$ cat src/hw/rtl/smpd_pkg.sv
// Shared types, constants and helpers for the serial mouse packet device.
// Used by smpd_motion, smpd_byte_fifo and serial_mouse_packet_device.
// No dependencies.
package smpd_pkg;

   // Byte queue geometry
   localparam int QUEUE_DEPTH = 16;
   localparam int QUEUE_AW    = $clog2(QUEUE_DEPTH);
   localparam int QUEUE_CW    = $clog2(QUEUE_DEPTH + 1);

   // Bytes in one motion packet
   localparam int PACKET_BYTES = 3;

   // Operation codes
   localparam logic [1:0] OP_MOTION = 2'd0;
   localparam logic [1:0] OP_MODEM  = 2'd1;
   localparam logic [1:0] OP_READ   = 2'd2;

   // Identification byte sent on power-up ('M')
   localparam logic [6:0] SYNC_BYTE = 7'h4D;

   // Q16.8 accumulator limits
   localparam logic signed [23:0] ACC_MAX = 24'sh7FFFFF;
   localparam logic signed [23:0] ACC_MIN = -24'sh800000;

   // Whole-mickey clamp limits
   localparam logic signed [15:0] WHOLE_MAX = 16'sh007F;
   localparam logic signed [15:0] WHOLE_MIN = -16'sh0080;

   typedef struct packed {
      logic [1:0]         operation;
      logic [2:0]         button_bits;
      logic signed [15:0] delta_x;
      logic signed [15:0] delta_y;
      logic [3:0]         modem_lines;
   } req_type;

   typedef struct packed {
      logic [7:0] read_byte;
      logic       read_valid;
      logic       has_data;
      logic       clear_to_send;
      logic       data_set_ready;
   } rsp_type;

   typedef struct packed {
      logic signed [23:0] accum_x;
      logic signed [23:0] accum_y;
      logic [2:0]         last_buttons;
      logic               buttons_changed;
      logic               power_on;
      logic               motion_enable;
   } mouse_state_type;

   typedef logic [PACKET_BYTES-1:0][6:0] packet_type;

   typedef struct packed {
      logic signed [23:0] accum_x;
      logic signed [23:0] accum_y;
      logic               buttons_changed;
      logic               send;
      packet_type         packet;
   } motion_result_type;

   typedef struct packed {
      logic       pop;
      logic       push_packet;
      logic       restart;
      packet_type packet;
   } fifo_cmd_type;

   typedef struct packed {
      logic [6:0] head_byte;
      logic       not_empty;
      logic       has_room;
      logic       not_empty_next;
   } fifo_status_type;

   // Pointer advance with wrap at the queue depth (step below the depth)
   function automatic logic [QUEUE_AW-1:0] queue_wrap_add(input logic [QUEUE_AW-1:0] ptr,
                                                          input logic [1:0] step);
      logic [QUEUE_AW:0] sum;
      sum = {1'b0, ptr} + (QUEUE_AW + 1)'(step);
      if (sum >= (QUEUE_AW + 1)'(QUEUE_DEPTH)) begin
         sum = sum - (QUEUE_AW + 1)'(QUEUE_DEPTH);
      end
      return sum[QUEUE_AW-1:0];
   endfunction

endpackage

$ cat src/hw/rtl/smpd_motion.sv
// Motion report datapath: saturating accumulate, whole-mickey extraction,
// packet build and send decision. Depends on smpd_pkg.
module smpd_motion
   import smpd_pkg::*;
(
   input  req_type           item,
   input  mouse_state_type   state,
   input  logic              queue_has_room,
   output motion_result_type result
);

   // Saturating add of a Q8.8 delta into a Q16.8 accumulator
   function automatic logic signed [23:0] sat_add(input logic signed [23:0] acc,
                                                  input logic signed [15:0] delta);
      logic signed [24:0] sum;
      sum = 25'(acc) + 25'(delta);
      if (!sum[24] && sum[23]) begin
         return ACC_MAX;
      end else if (sum[24] && !sum[23]) begin
         return ACC_MIN;
      end
      return sum[23:0];
   endfunction

   // Integer part, truncated toward zero
   function automatic logic signed [15:0] whole_part(input logic signed [23:0] acc);
      logic round_up;
      round_up = acc[23] && (acc[7:0] != 8'h00);
      return acc[23:8] + 16'(round_up);
   endfunction

   function automatic logic signed [7:0] clamp8(input logic signed [15:0] v);
      if (v > WHOLE_MAX) begin
         return 8'sh7F;
      end else if (v < WHOLE_MIN) begin
         return -8'sh80;
      end
      return v[7:0];
   endfunction

   logic signed [23:0] sat_x, sat_y;
   logic signed [15:0] whole_x, whole_y;
   logic signed [7:0]  clamp_x, clamp_y;
   logic [7:0]         x_byte, y_byte;
   logic               changed;
   logic               moved;

   // Accumulate and extract whole mickeys
   always_comb begin
      sat_x   = sat_add(state.accum_x, item.delta_x);
      sat_y   = sat_add(state.accum_y, item.delta_y);
      whole_x = whole_part(sat_x);
      whole_y = whole_part(sat_y);
      clamp_x = clamp8(whole_x);
      clamp_y = clamp8(whole_y);
      changed = state.buttons_changed || (item.button_bits != state.last_buttons);
      moved   = (whole_x != 16'sd0) || (whole_y != 16'sd0);
   end

   // Send decision, accumulator update and packet bytes
   always_comb begin
      result.send = state.power_on && ((moved && state.motion_enable) || changed)
                    && queue_has_room;
      x_byte = state.motion_enable ? clamp_x : 8'h00;
      y_byte = state.motion_enable ? clamp_y : 8'h00;
      if (result.send) begin
         // sent amount is sign extended to the accumulator width
         result.accum_x         = sat_x - {{8{clamp_x[7]}}, clamp_x, 8'h00};
         result.accum_y         = sat_y - {{8{clamp_y[7]}}, clamp_y, 8'h00};
         result.buttons_changed = 1'b0;
      end else begin
         result.accum_x         = sat_x;
         result.accum_y         = sat_y;
         result.buttons_changed = changed;
      end
      // left and right swap places in the header byte
      result.packet[0] = {1'b1, item.button_bits[0], item.button_bits[1],
                          y_byte[7:6], x_byte[7:6]};
      result.packet[1] = {1'b0, x_byte[5:0]};
      result.packet[2] = {1'b0, y_byte[5:0]};
   end

endmodule

$ cat src/hw/rtl/smpd_byte_fifo.sv
// Register-based byte queue: one pop, a three-byte packet push, or a
// restart that empties it and stores the sync byte. Depends on smpd_pkg.
module smpd_byte_fifo
   import smpd_pkg::*;
(
   input  logic            clock,
   input  logic            reset,
   input  fifo_cmd_type    cmd,
   output fifo_status_type status
);

   logic [6:0]          mem_ff [QUEUE_DEPTH];
   logic [QUEUE_AW-1:0] head_ff, head_in;
   logic [QUEUE_AW-1:0] tail_ff, tail_in;
   logic [QUEUE_CW-1:0] count_ff, count_in;
   logic [QUEUE_AW-1:0] tail_p1, tail_p2;

   assign tail_p1 = queue_wrap_add(tail_ff, 2'd1);
   assign tail_p2 = queue_wrap_add(tail_ff, 2'd2);

   // Pointer and count update
   always_comb begin
      head_in  = head_ff;
      tail_in  = tail_ff;
      count_in = count_ff;
      priority if (cmd.restart) begin
         head_in  = '0;
         tail_in  = queue_wrap_add('0, 2'd1);
         count_in = QUEUE_CW'(1);
      end else if (cmd.push_packet) begin
         tail_in  = queue_wrap_add(tail_ff, 2'(PACKET_BYTES));
         count_in = count_ff + QUEUE_CW'(PACKET_BYTES);
      end else if (cmd.pop && (count_ff != '0)) begin
         head_in  = queue_wrap_add(head_ff, 2'd1);
         count_in = count_ff - QUEUE_CW'(1);
      end else begin
         count_in = count_ff;
      end
   end

   always_ff @(posedge clock) begin
      if (reset) begin
         head_ff  <= '0;
         tail_ff  <= '0;
         count_ff <= '0;
      end else begin
         head_ff  <= head_in;
         tail_ff  <= tail_in;
         count_ff <= count_in;
      end
   end

   // Storage writes
   always_ff @(posedge clock) begin
      if (cmd.restart) begin
         mem_ff['0] <= SYNC_BYTE;
      end else if (cmd.push_packet) begin
         mem_ff[tail_ff] <= cmd.packet[0];
         mem_ff[tail_p1] <= cmd.packet[1];
         mem_ff[tail_p2] <= cmd.packet[2];
      end
   end

   assign status.head_byte      = mem_ff[head_ff];
   assign status.not_empty      = (count_ff != '0);
   assign status.has_room       = (count_ff <= QUEUE_CW'(QUEUE_DEPTH - PACKET_BYTES));
   assign status.not_empty_next = (count_in != '0);

endmodule

$ cat src/hw/rtl/serial_mouse_packet_device.sv
// Serial mouse packet device, top level: input register, per-item state
// update, byte queue and result register. Depends on smpd_pkg, smpd_motion
// and smpd_byte_fifo.
//
//   channel | ports                          | carries
//   --------+--------------------------------+--------------------------------
//   request | req_valid, req_ready, req_data | one operation (req_type)
//   result  | rsp_valid, rsp_ready, rsp_data | one status/read result (rsp_type)
//
// One item per cycle sustained while the result is not stalled. An item
// transfers into the input register, is processed there once the result
// register is free or its result transfers, and then lands in the result
// register, from which its result is offered on the result channel.
// Synchronous reset clears the mouse state, queue pointers and both valids.
// A stalled result holds the result register; the input register still
// drains into it in the cycle the result transfers.
module serial_mouse_packet_device
   import smpd_pkg::*;
(
   input  logic    clock,
   input  logic    reset,
   input  logic    req_valid,
   output logic    req_ready,
   input  req_type req_data,
   output logic    rsp_valid,
   input  logic    rsp_ready,
   output rsp_type rsp_data
);

   logic              in_valid_ff;
   req_type           in_item_ff;
   logic              rsp_valid_ff;
   rsp_type           rsp_item_ff, rsp_item_in;
   mouse_state_type   state_ff, state_in;
   motion_result_type motion;
   fifo_cmd_type      fifo_cmd;
   fifo_status_type   fifo_status;
   logic              advance;

   // Pipeline flow control
   assign advance   = in_valid_ff && (!rsp_valid_ff || rsp_ready);
   assign req_ready = !in_valid_ff || advance;

   smpd_motion u_motion (
      .item           (in_item_ff),
      .state          (state_ff),
      .queue_has_room (fifo_status.has_room),
      .result         (motion)
   );

   smpd_byte_fifo u_fifo (
      .clock  (clock),
      .reset  (reset),
      .cmd    (fifo_cmd),
      .status (fifo_status)
   );

   // Per-operation state update and queue commands
   always_comb begin
      state_in            = state_ff;
      fifo_cmd.pop        = 1'b0;
      fifo_cmd.push_packet = 1'b0;
      fifo_cmd.restart    = 1'b0;
      fifo_cmd.packet     = motion.packet;
      rsp_item_in.read_byte  = 8'h00;
      rsp_item_in.read_valid = 1'b0;
      if (advance) begin
         unique case (in_item_ff.operation)
            OP_MOTION: begin
               state_in.accum_x         = motion.accum_x;
               state_in.accum_y         = motion.accum_y;
               state_in.last_buttons    = in_item_ff.button_bits;
               state_in.buttons_changed = motion.buttons_changed;
               fifo_cmd.push_packet     = motion.send;
            end
            OP_MODEM: begin
               state_in.power_on      = in_item_ff.modem_lines[1];
               state_in.motion_enable = in_item_ff.modem_lines[0];
               fifo_cmd.restart       = in_item_ff.modem_lines[1] && !state_ff.power_on;
            end
            OP_READ: begin
               // an empty queue reads as zero
               fifo_cmd.pop           = fifo_status.not_empty;
               rsp_item_in.read_byte  = fifo_status.not_empty ?
                                        {1'b0, fifo_status.head_byte} : 8'h00;
               rsp_item_in.read_valid = fifo_status.not_empty;
            end
            default: begin
               state_in = state_ff;
            end
         endcase
      end
      rsp_item_in.has_data       = fifo_status.not_empty_next;
      rsp_item_in.clear_to_send  = state_in.power_on;
      rsp_item_in.data_set_ready = state_in.motion_enable;
   end

   // Control registers
   always_ff @(posedge clock) begin
      if (reset) begin
         in_valid_ff  <= 1'b0;
         rsp_valid_ff <= 1'b0;
         state_ff     <= '0;
      end else begin
         if (req_ready) begin
            in_valid_ff <= req_valid;
         end
         if (advance) begin
            rsp_valid_ff <= 1'b1;
         end else if (rsp_ready) begin
            rsp_valid_ff <= 1'b0;
         end
         state_ff <= state_in;
      end
   end

   // Payload registers
   always_ff @(posedge clock) begin
      if (req_valid && req_ready) begin
         in_item_ff <= req_data;
      end
      if (advance) begin
         rsp_item_ff <= rsp_item_in;
      end
   end

   assign rsp_valid = rsp_valid_ff;
   assign rsp_data  = rsp_item_ff;

endmodule
$ cat config.mk
export PLATFORM = sky130hd
export DESIGN_NAME = serial_mouse_packet_device
export DESIGN_NICKNAME = d
export VERILOG_FILES = /design/src/hw/rtl/smpd_pkg.sv /design/src/hw/rtl/smpd_motion.sv /design/src/hw/rtl/smpd_byte_fifo.sv /design/src/hw/rtl/serial_mouse_packet_device.sv
export SDC_FILE = /design/constraint.sdc
export NUM_CORES = 1
export LEC_CHECK = 0
export BUFFER_PORTS_ARGS = -buffer_cell sky130_fd_sc_hd__buf_2
export CORE_MARGIN = 8
export CORE_UTILIZATION = 46
export CTS_CLUSTER_DIAMETER = 200
export DETAILED_ROUTE_END_ITERATION = 10
export PLACE_DENSITY = 0.69
export SLEW_MARGIN = 20
export SYNTH_ARGS = -nofsm -noshare
export SYNTH_HDL_FRONTEND = slang
export SYNTH_HIERARCHICAL = 1
export SYNTH_SLANG_ARGS = --single-unit
$ cat constraint.sdc
create_clock -name clock -period 13.75 [get_ports clock]
set_clock_uncertainty 0.2 [all_clocks]
set_input_delay 2.75 -clock clock [delete_from_list [all_inputs] [get_ports clock]]
set_output_delay 2.75 -clock clock [all_outputs]
set_load 0.01 [all_outputs]
Word level (Yosys, flattened, before mapping)
Memories as Yosys holds them, arrays and structs flattened. A register that Yosys moved wholly into a read port is not among the register bits. Index checks and enable logic that the tools add are counted.

Register bits: 113. RAM bits: 112. Input bits: 45. Output and inout port bits: 14. Word-level logic and storage cells: 140. Memories kept: 1.

Memory list: u_fifo.mem_ff (words 16, width 7, rd ports 1, clocked after Yosys merged registers in 1, write ports 3, RTL line smpd_byte_fifo.sv:12) `logic [6:0] mem_ff [QUEUE_DEPTH];`.

Add/sub/neg operators: 16. Order comparisons: 9. Eq/ne operators: 3. Muxes and demuxes: 48. Bitwise logic cells: 1. Reduce and logical (&&, ||, !) cells: 40.

Operators by type and width (count): two-way mux 24 bit (6); two-way mux 8 bit (8); adder 24 x 16 -> 25 bit (2); two-way mux 49 bit (1); subtractor 24 bit (2); adder 16 x 1 -> 16 bit (2); greater-than comparator 16 x 8 -> 1 bit (second input constant) (2); < comparator 16 x 8 -> 1 bit (second input constant) (2); nonzero test 16 bit (2); two-way mux 1 bit (21); >= comparator 5 bit (second input constant) (4); two-way mux 4 bit (5); nonzero test 8 bit (2); subtractor 4 x 1 -> 4 bit (second input constant) (4); two-way mux 5 bit (3); logical AND 1 bit (13); adder 4 x 1 -> 5 bit (second input constant) (2); adder 4 x 2 -> 5 bit (second input constant) (2); nonzero test 5 bit (2); zero test 1 bit (8); two-way mux 7 bit (1); OR reduction 7 bit (1); AND reduction 2 bit (3); adder 5 x 2 -> 5 bit (second input constant) (1); other kinds (12) (18).

Depth between registers and ports, before layout
Gate-level depths: netlist of run 1.

Word-level depth: 22. Mapped depth: 49.

Modules after synthesis
The synthesis of run 1 kept the hierarchy.

By module, submodules not included: smpd_byte_fifo (instances 1, cells an instance 753, area each 8232.9 µm², sequential area each 3703.6 µm²); smpd_motion (instances 1, cells an instance 974, area each 6807.8 µm², sequential area each 0.0 µm²); serial_mouse_packet_device (instances 1, cells an instance 315, area each 4249.1 µm², sequential area each 2682.6 µm²).

Worst setup path after synthesis of run 1
OpenSTA, ideal clock, no wires.

Path type: register to register. Start: reg in_item_ff[19] (netlist bit). End: reg state_ff[29] (netlist bit). Arrival: 9265 ps. Required time: 13478 ps. Slack: 4213 ps. Cell stages (with the launch flop): 47. Path buffers: 5. Period minus slack after synthesis: 9537 ps. Cell sequence: edfxtp_1 -> ha_1 -> a21o_1 -> a31o_1 -> a221o_1 -> and3_1 -> o31a_1 -> o21a_1 -> or3_1 -> and2_1 -> ha_1 -> clkbuf_1 -> buf_1 -> clkbuf_1 -> nand2_1 -> nand2_1 -> nor3_1 -> nand4b_1 -> (+11 left out) -> o31ai_1 -> buf_2 -> and2_1 -> ha_1 -> nor2b_1 -> o21ai_0 -> a21boi_0 -> o21ai_0 -> a21oi_1 -> a41o_1 -> nor4_1 -> o41ai_1 -> a31oi_1 -> xnor2_1 -> o211ai_1 -> xnor2_1 -> nand2b_1 -> mux2i_1.

RTL lines: from (decl) (RTL line serial_mouse_packet_device.sv:31) `req_type in_item_ff;`; from (signal assigned) (RTL line serial_mouse_packet_device.sv:120) `in_item_ff <= req_data;`; to (signal assigned) (RTL line serial_mouse_packet_device.sv:113) `state_ff <= state_in;`; to (decl) (RTL line serial_mouse_packet_device.sv:34) `mouse_state_type state_ff, state_in;`.

==> qor.yml, run 1 <==
timing:
  finalCriticalPeriod_ps: 11110
  max_freq_mhz: 90.01
  setup_viol: 0
  slew_headroom: 0.3121
  worst_slew_pin_slew_ps: 1032
  rsz0062_at_grt: "no"
  maxSlewViolCount: 0
  timing.final.crit_share: 0.8080
  finalHoldViolCount: 0
  tns_ps: 0
power:
  power.internal_mw: 1.540
  seqPwrFrac: 0.341
  static-leakage-power_nw: 8.514
  pwr-share-clk: 0.369
  comb_power_share: 0.290
  ir_worst_vdd_uv: 94.91
  p_total_mw: 2.267
  pwr_density_cell_nw_per_um2: 109.9
  p_sw_frac: 0.3207
  switchingPower_mw: 0.7271
layout:
  fillers: 3817
  nNetsFinal: 2144
  drive_gt1_frac: 0.1300
  area_delta_synth_final_pct: 7.242
worst_setup_path:
  slowest_delay_ps: 660
  cp_common_cell: "ha_1"
  reg2reg_depth: 43
  regToRegSetupSlack_ps: 2640
  r2r_end: "state_ff[53]$_SDFFE_PP0P_"
  crit_fanout: 41
  critPathArrivalTime_ps: 11340
  crit_end: "state_ff[53]$_SDFFE_PP0P_"
  crit_required_ps: 13980
  cp-startpoint: "in_item_ff[35]$_DFFE_PP_"
  cp-end-kind: "flip-flop"
  critPathKind: "reg -> reg"
  slowest_stage: "nand2_1"
  critPathLaunchType: "flip-flop"
  timing.rr.start: "in_item_ff[35]$_DFFE_PP_"
logic_synthesis:
  syn_area_per_cell_um2: 9.426
  syn-cell-area_um2: 19230
  netlist_instances: 2040
  synth_warnings: 6
global_route:
  grtUsageTotal: 0.2094
  grt_pass1_wl_mm: 81.85
  antenna_found_initial: 0
  grt_max_degree: 115
  grt_pass1_vias: 15130
  grt-ovfl-total: 0
clocking:
  cts_setup_buffers: 0
  h-tree-depth: 1
  cts_hold_buf: 0
  post_cts_resized: 0
  cts_tree: "built"
  clkTransAtPathRegs_ps: 70
  clock-root-buffer: "clkbuf_16"
  numCtsBuffers: 29
  insertion_delay_ps: 580
  cts_sinks: 235
  clk_path_buf_depth: 3
detailed_routing:
  drt_wl_total_mm: 51.83
  route.met2.wl_mm: 23.86
  met3WireLength_mm: 3.560
  routedWlPerCell_um: 20.22
  drtPass1Iterations: 6
  vias: 15650
  dr.max_layer_used: "met4"
  drt_iter0_drc: 1580
  ant_nets: 0
  viasPerCell: 6.107
  drc: 0
  met1_length_mm: 22.96
floorplanning:
  die_w_um: 220.5
  boundaryPins: 59
  initial_utilization: 0.4626
  fp.dieH_um: 220.5
  rows: 75
  core_um2: 41570
  dieArea_um2: 48600
placement:
  gp_congestion: 0.9151
  port_buffers: 55
  hpwl_mm: 36.32
hold_path:
  hp-class: "reg -> reg"
status:
  status: "finished, final reports clean"
job:
  drv_cap: 0
layout make-up:
type	count	area, µm²	area share
Inverter	50	190.2	0.009222
Antenna cell	1	2.502	0.0001213
Tap cell	539	674.4	0.03270
Multi-Input combinational cell	1609	11950	0.5793
Timing Repair Buffer	75	425.4	0.02063
Sequential cell	235	6331	0.3070
Clock inverter	18	227.7	0.01104
Clock buffer	36	824.5	0.03998
per-layer routing:
| layer | global-route usage | up-vias |
|---|---|---|
| li1 | - | 7465 |
| met1 | 0.2828 | 7498 |
| met2 | 0.3452 | 596 |
| met3 | 0.02761 | 93 |
| met4 | 0.06603 | 0 |
| met5 | 0 | - |
power by group through the flow:
stage	registers (mW)	clock network [mW]	logic, mW
after floorplan	0.785	0	0.513
after global placement	0.788	0	0.629
after detailed placement	0.788	0	0.644
after CTS	0.773	0.856	0.649
after global routing	0.774	0.882	0.727
final	0.773	0.838	0.657
flip-flops by register name, summed over array words and instances, names as in the netlist, named ones only:
signal / count
u_fifo/tail_ff: 4
u_fifo/mem_ff: 112
u_fifo/head_ff: 4
in_item_ff: 39
in_valid_ff: 1
u_fifo/count_ff: 5
rsp_data: 11
state_ff: 54
rsp_valid: 1
metrics by stage:
step,utilization,instance area (µm²),std cells,hold WS [ps],setup slack [ps]
final,0.4961,20620,2563,276.6,2640
after global placement,0.4704,19560,2508,265.1,2965
after detailed placement,0.4705,19560,2508,268.2,2715
after floorplan,-,19230,2041,248.8,4213
after global routing,0.4960,20620,2562,295.9,1396
after CTS,0.4958,20610,2562,280.3,2679
how the worst min path moves through the flow:
stage,from,to,cells past startpoint
final,state_ff[9]$_SDFFE_PP0P_,state_ff[9]$_SDFFE_PP0P_,2
after floorplan,state_ff[2]$_SDFFE_PP0P_,state_ff[2]$_SDFFE_PP0P_,2
after detailed placement,state_ff[10]$_SDFFE_PP0P_,state_ff[10]$_SDFFE_PP0P_,2
after CTS,state_ff[25]$_SDFFE_PP0P_,state_ff[25]$_SDFFE_PP0P_,2
after global routing,state_ff[50]$_SDFFE_PP0P_,state_ff[50]$_SDFFE_PP0P_,2
after global placement,state_ff[6]$_SDFFE_PP0P_,state_ff[6]$_SDFFE_PP0P_,2
worst max-delay path, delay by kind of cell, from the launching register on:
| family | cells | cell delay [ps] |
|---|---|---|
| simple gates | 13 | 2690 |
| flops | 1 | 560 |
| fa+ha+maj | 5 | 1340 |
| buf+inv | 4 | 980 |
| compound gates | 18 | 4740 |
| mux | 1 | 60 |
| xor+xnor | 2 | 340 |
cell usage in the layout (no fill, tap or decap), drive strengths merged, types with 12 or more instances in the layout:
cell type / instances
nor3: 28
a31oi: 21
mux2: 22
nand4: 21
dfxtp: 73
mux2i: 186
nor2: 129
clkbuf: 36
nand3: 43
and4: 17
o21ai: 121
and3: 17
ha: 95
nand2: 176
and2: 29
a21o: 31
o211ai: 25
a211oi: 23
mux4: 35
buf: 75
o21a: 18
nor4: 12
inv: 53
or3: 13
edfxtp: 162
xnor2: 49
nor2b: 19
xor2: 28
nor3b: 14
a21oi: 164
nand2b: 121
(Power assumes the default switching activity.)
==> run 2: changes to the inputs <==
--- a/config.mk
+++ b/config.mk
@@ -5,12 +5,13 @@
 export SDC_FILE = /design/constraint.sdc
 export NUM_CORES = 1
 export LEC_CHECK = 0
+export ABC_AREA = 1
 export BUFFER_PORTS_ARGS = -buffer_cell sky130_fd_sc_hd__buf_2
 export CORE_MARGIN = 8
 export CORE_UTILIZATION = 46
 export CTS_CLUSTER_DIAMETER = 200
 export DETAILED_ROUTE_END_ITERATION = 10
-export PLACE_DENSITY = 0.69
+export PLACE_DENSITY = 0.71
 export SLEW_MARGIN = 20
 export SYNTH_ARGS = -nofsm -noshare
 export SYNTH_HDL_FRONTEND = slang
==> constraint.sdc (replaced) <==
create_clock -name clock -period 9.66 [get_ports clock]
set_clock_uncertainty 0.2 [all_clocks]
set_input_delay 1.932 -clock clock [delete_from_list [all_inputs] [get_ports clock]]
set_output_delay 1.932 -clock clock [all_outputs]
set_load 0.01 [all_outputs]
==> qor.yml, run 2 <==
status:
  status: "finished with violations"  # was finished, final reports clean
  failed_checks: "max-slew violations"
clocking:
  clock-root-buffer: "clkbuf_16"  # unchanged
  cts_setup_buffers: 0  # unchanged
  cts_hold_buf: 0  # unchanged
  insertion_delay_ps: 600  # was 580 ps
  cts_sinks: 235  # unchanged
  h-tree-depth: 1  # unchanged
  clkTransAtPathRegs_ps: 60  # was 70 ps
  clk_path_buf_depth: 3  # unchanged
  post_cts_resized: 0  # unchanged
  numCtsBuffers: 28  # was 29
  cts_tree: "built"  # unchanged
layout:
  layout_common_cells: "nand2_1 (1049), inv_1 (359), nor2_1 (319), nand3_1 (314), edfxtp_1 (162)"  # was mux2i_1 (186), nand2_1 (176), edfxtp_1 (162), a21oi_1 (160), nor2_1 (128)
  diodes: 0  # was 1
  final_common_cell: "nand2_1"  # was mux2i_1
  area_delta_synth_final_pct: 9.132  # was 7.242%
  final_area_um2: 20750  # was 20620 µm²
  top_regs: "u_fifo/mem_ff x112, state_ff x54, in_item_ff x39"  # unchanged
  top_register: "u_fifo/mem_ff"  # unchanged
  drive_gt1_frac: 0.07241  # was 0.1300
  largest_reg_flops: 112  # unchanged
  nNetsFinal: 3119  # was 2144
power:
  static-leakage-power_nw: 10.73  # was 8.514 nW
  pwr_density_cell_nw_per_um2: 162.4  # was 109.9 nW/µm²
  ir_worst_vdd_uv: 135.2  # was 94.91 µV
  p_total_mw: 3.371  # was 2.267 mW
floorplanning:
  fp.dieH_um: 219.3  # was 220.5 µm
  rows: 74  # was 75
  dieArea_um2: 48100  # was 48600 µm²
  die_w_um: 219.3  # was 220.5 µm
  initial_utilization: 0.4657  # was 0.4626
  boundaryPins: 59  # unchanged
  core_um2: 40830  # was 41570 µm²
job:
  drv_cap: 0  # unchanged
timing:
  worst_slew_pin_slew_ps: 1698  # was 1032 ps
  finalHoldViolCount: 0  # unchanged
  setup_viol: 0  # unchanged
  max_freq_mhz: 117.7  # was 90.01 MHz
  tns_ps: 0  # unchanged
  finalCriticalPeriod_ps: 8493  # was 11110 ps
  slew_headroom: -0.1359  # was 0.3121
  maxSlewViolCount: 17  # was 0
  timing.final.crit_share: 0.8792  # was 0.8080
  rsz0062_at_grt: "no"  # unchanged
logic_synthesis:
  synth_warnings: 6  # unchanged
  netlist_instances: 2953  # was 2040
  syn_area_per_cell_um2: 6.440  # was 9.426 µm²
  syn-cell-area_um2: 19020  # was 19230 µm²
detailed_routing:
  drt_iter0_drc: 1777  # was 1580
  drc: 0  # unchanged
  routedWlPerCell_um: 15.96  # was 20.22 µm
  drt_wl_total_mm: 56.31  # was 51.83 mm
  vias: 19130  # was 15650
  viasPerCell: 5.420  # was 6.107
  drtPass1Iterations: 8  # was 6
  ant_nets: 0  # unchanged
placement:
  gp_congestion: 0.9582  # was 0.9151
  port_buffers: 55  # unchanged
  placed_area_um2: 19740  # was 19560 µm²
  hpwl_mm: 40.90  # was 36.32 mm
worst_setup_path:
  slowest_delay_ps: 480  # was 660 ps
  critPathArrivalTime_ps: 8800  # was 11340 ps
  critPathKind: "reg -> reg"  # unchanged
  crit_end: "state_ff[29]$_SDFFE_PP0P_"  # was state_ff[53]$_SDFFE_PP0P_
  regToRegSetupSlack_ps: 1170  # was 2640 ps
  cp-startpoint: "in_item_ff[4]$_DFFE_PP_"  # was in_item_ff[35]$_DFFE_PP_
  cp-end-kind: "flip-flop"  # unchanged
  cp_common_cell: "nand2_1"  # was ha_1
  slowest_stage: "fa_1"  # was nand2_1
  r2r_end: "state_ff[29]$_SDFFE_PP0P_"  # was state_ff[53]$_SDFFE_PP0P_
  crit_required_ps: 9960  # was 13980 ps
  timing.rr.start: "in_item_ff[4]$_DFFE_PP_"  # was in_item_ff[35]$_DFFE_PP_
  reg2reg_depth: 45  # was 43
  crit_fanout: 17  # was 41
  critPathLaunchType: "flip-flop"  # unchanged
global_route:
  grtUsageTotal: 0.2315  # was 0.2094
  grt-ovfl-total: 0  # unchanged
  grt_max_degree: 75  # was 115
  grt_pass1_wl_mm: 91.32  # was 81.85 mm
  antenna_found_initial: 0  # unchanged
  grt_pass1_vias: 18230  # was 15130
hold_path:
  hp-class: "reg -> reg"  # unchanged
[run 2: worst min path at each step]
stage                                   startpoint                        endpoint  slack (ps)  cells past startpoint
floorplan           u_fifo/head_ff[2]$_SDFFE_PP0P_                       flip-flop         250                      2
global placement    u_fifo/head_ff[2]$_SDFFE_PP0P_  u_fifo/head_ff[2]$_SDFFE_PP0P_         270                      2
detailed placement  u_fifo/head_ff[2]$_SDFFE_PP0P_  u_fifo/head_ff[2]$_SDFFE_PP0P_         280                      2
CTS                 u_fifo/head_ff[2]$_SDFFE_PP0P_  u_fifo/head_ff[2]$_SDFFE_PP0P_         290                      2
global route        u_fifo/head_ff[2]$_SDFFE_PP0P_  u_fifo/head_ff[2]$_SDFFE_PP0P_         340                      2
finish              u_fifo/head_ff[2]$_SDFFE_PP0P_  u_fifo/head_ff[2]$_SDFFE_PP0P_         290                      2
[run 2: critical path, delay by kind of cell (launching register included)]
kind | cells | cell delay [ps]
adder cells (fa/ha/maj) | 6 | 1940
flip-flops | 1 | 370
XOR/XNOR | 1 | 140
AO/OA/AOI/OAI | 11 | 2460
buffers and inverters | 3 | 480
AND/OR/NAND/NOR | 24 | 2820
[run 2: final cells by class]
cell class,instances,area (µm²)
Timing Repair Buffer,82,478.0
Tap cell,532,665.6
Clock inverter,21,294.0
Inverter,393,1475
Clock buffer,31,721.9
Sequential cell,235,6326
Multi-Input combinational cell,2235,10790
Fill cell,4073,20080
[run 2: metrics by stage]
stage / hold WS, ps / worst slack, ps / instances / util
2_1_floorplan: 250.2 / 2258 / 2954 / -
3_3_place_gp: 272.3 / 1409 / 3477 / 0.4833
3_5_place_dp: 284.0 / 1273 / 3477 / 0.4833
4_1_cts: 294.6 / 1240 / 3529 / 0.5082
5_1_grt: 336.1 / 442.1 / 3529 / 0.5083
6_report: 292.2 / 1167 / 3529 / 0.5083
[run 2: power by group]
| part | leakage (nW) | internal [mW] | switching (mW) | total, mW |
|---|---|---|---|---|
| sequential | 2.31 | 1.09 | 0.0140 | 1.10 |
| combinational | 7.94 | 0.376 | 0.726 | 1.10 |
| clock | 0.484 | 0.702 | 0.462 | 1.16 |
| total | 10.7 | 2.17 | 1.20 | 3.37 |
[run 2: per-layer routing]
layer / global-route usage / vias to the layer above / part of all wire
li1: - / 9514 / -
met1: 0.2915 / 8578 / 0.41
met2: 0.3955 / 837 / 0.46
met3: 0.03029 / 199 / 0.079
met4: 0.09653 / 0 / 0.042
met5: 0 / - / 0
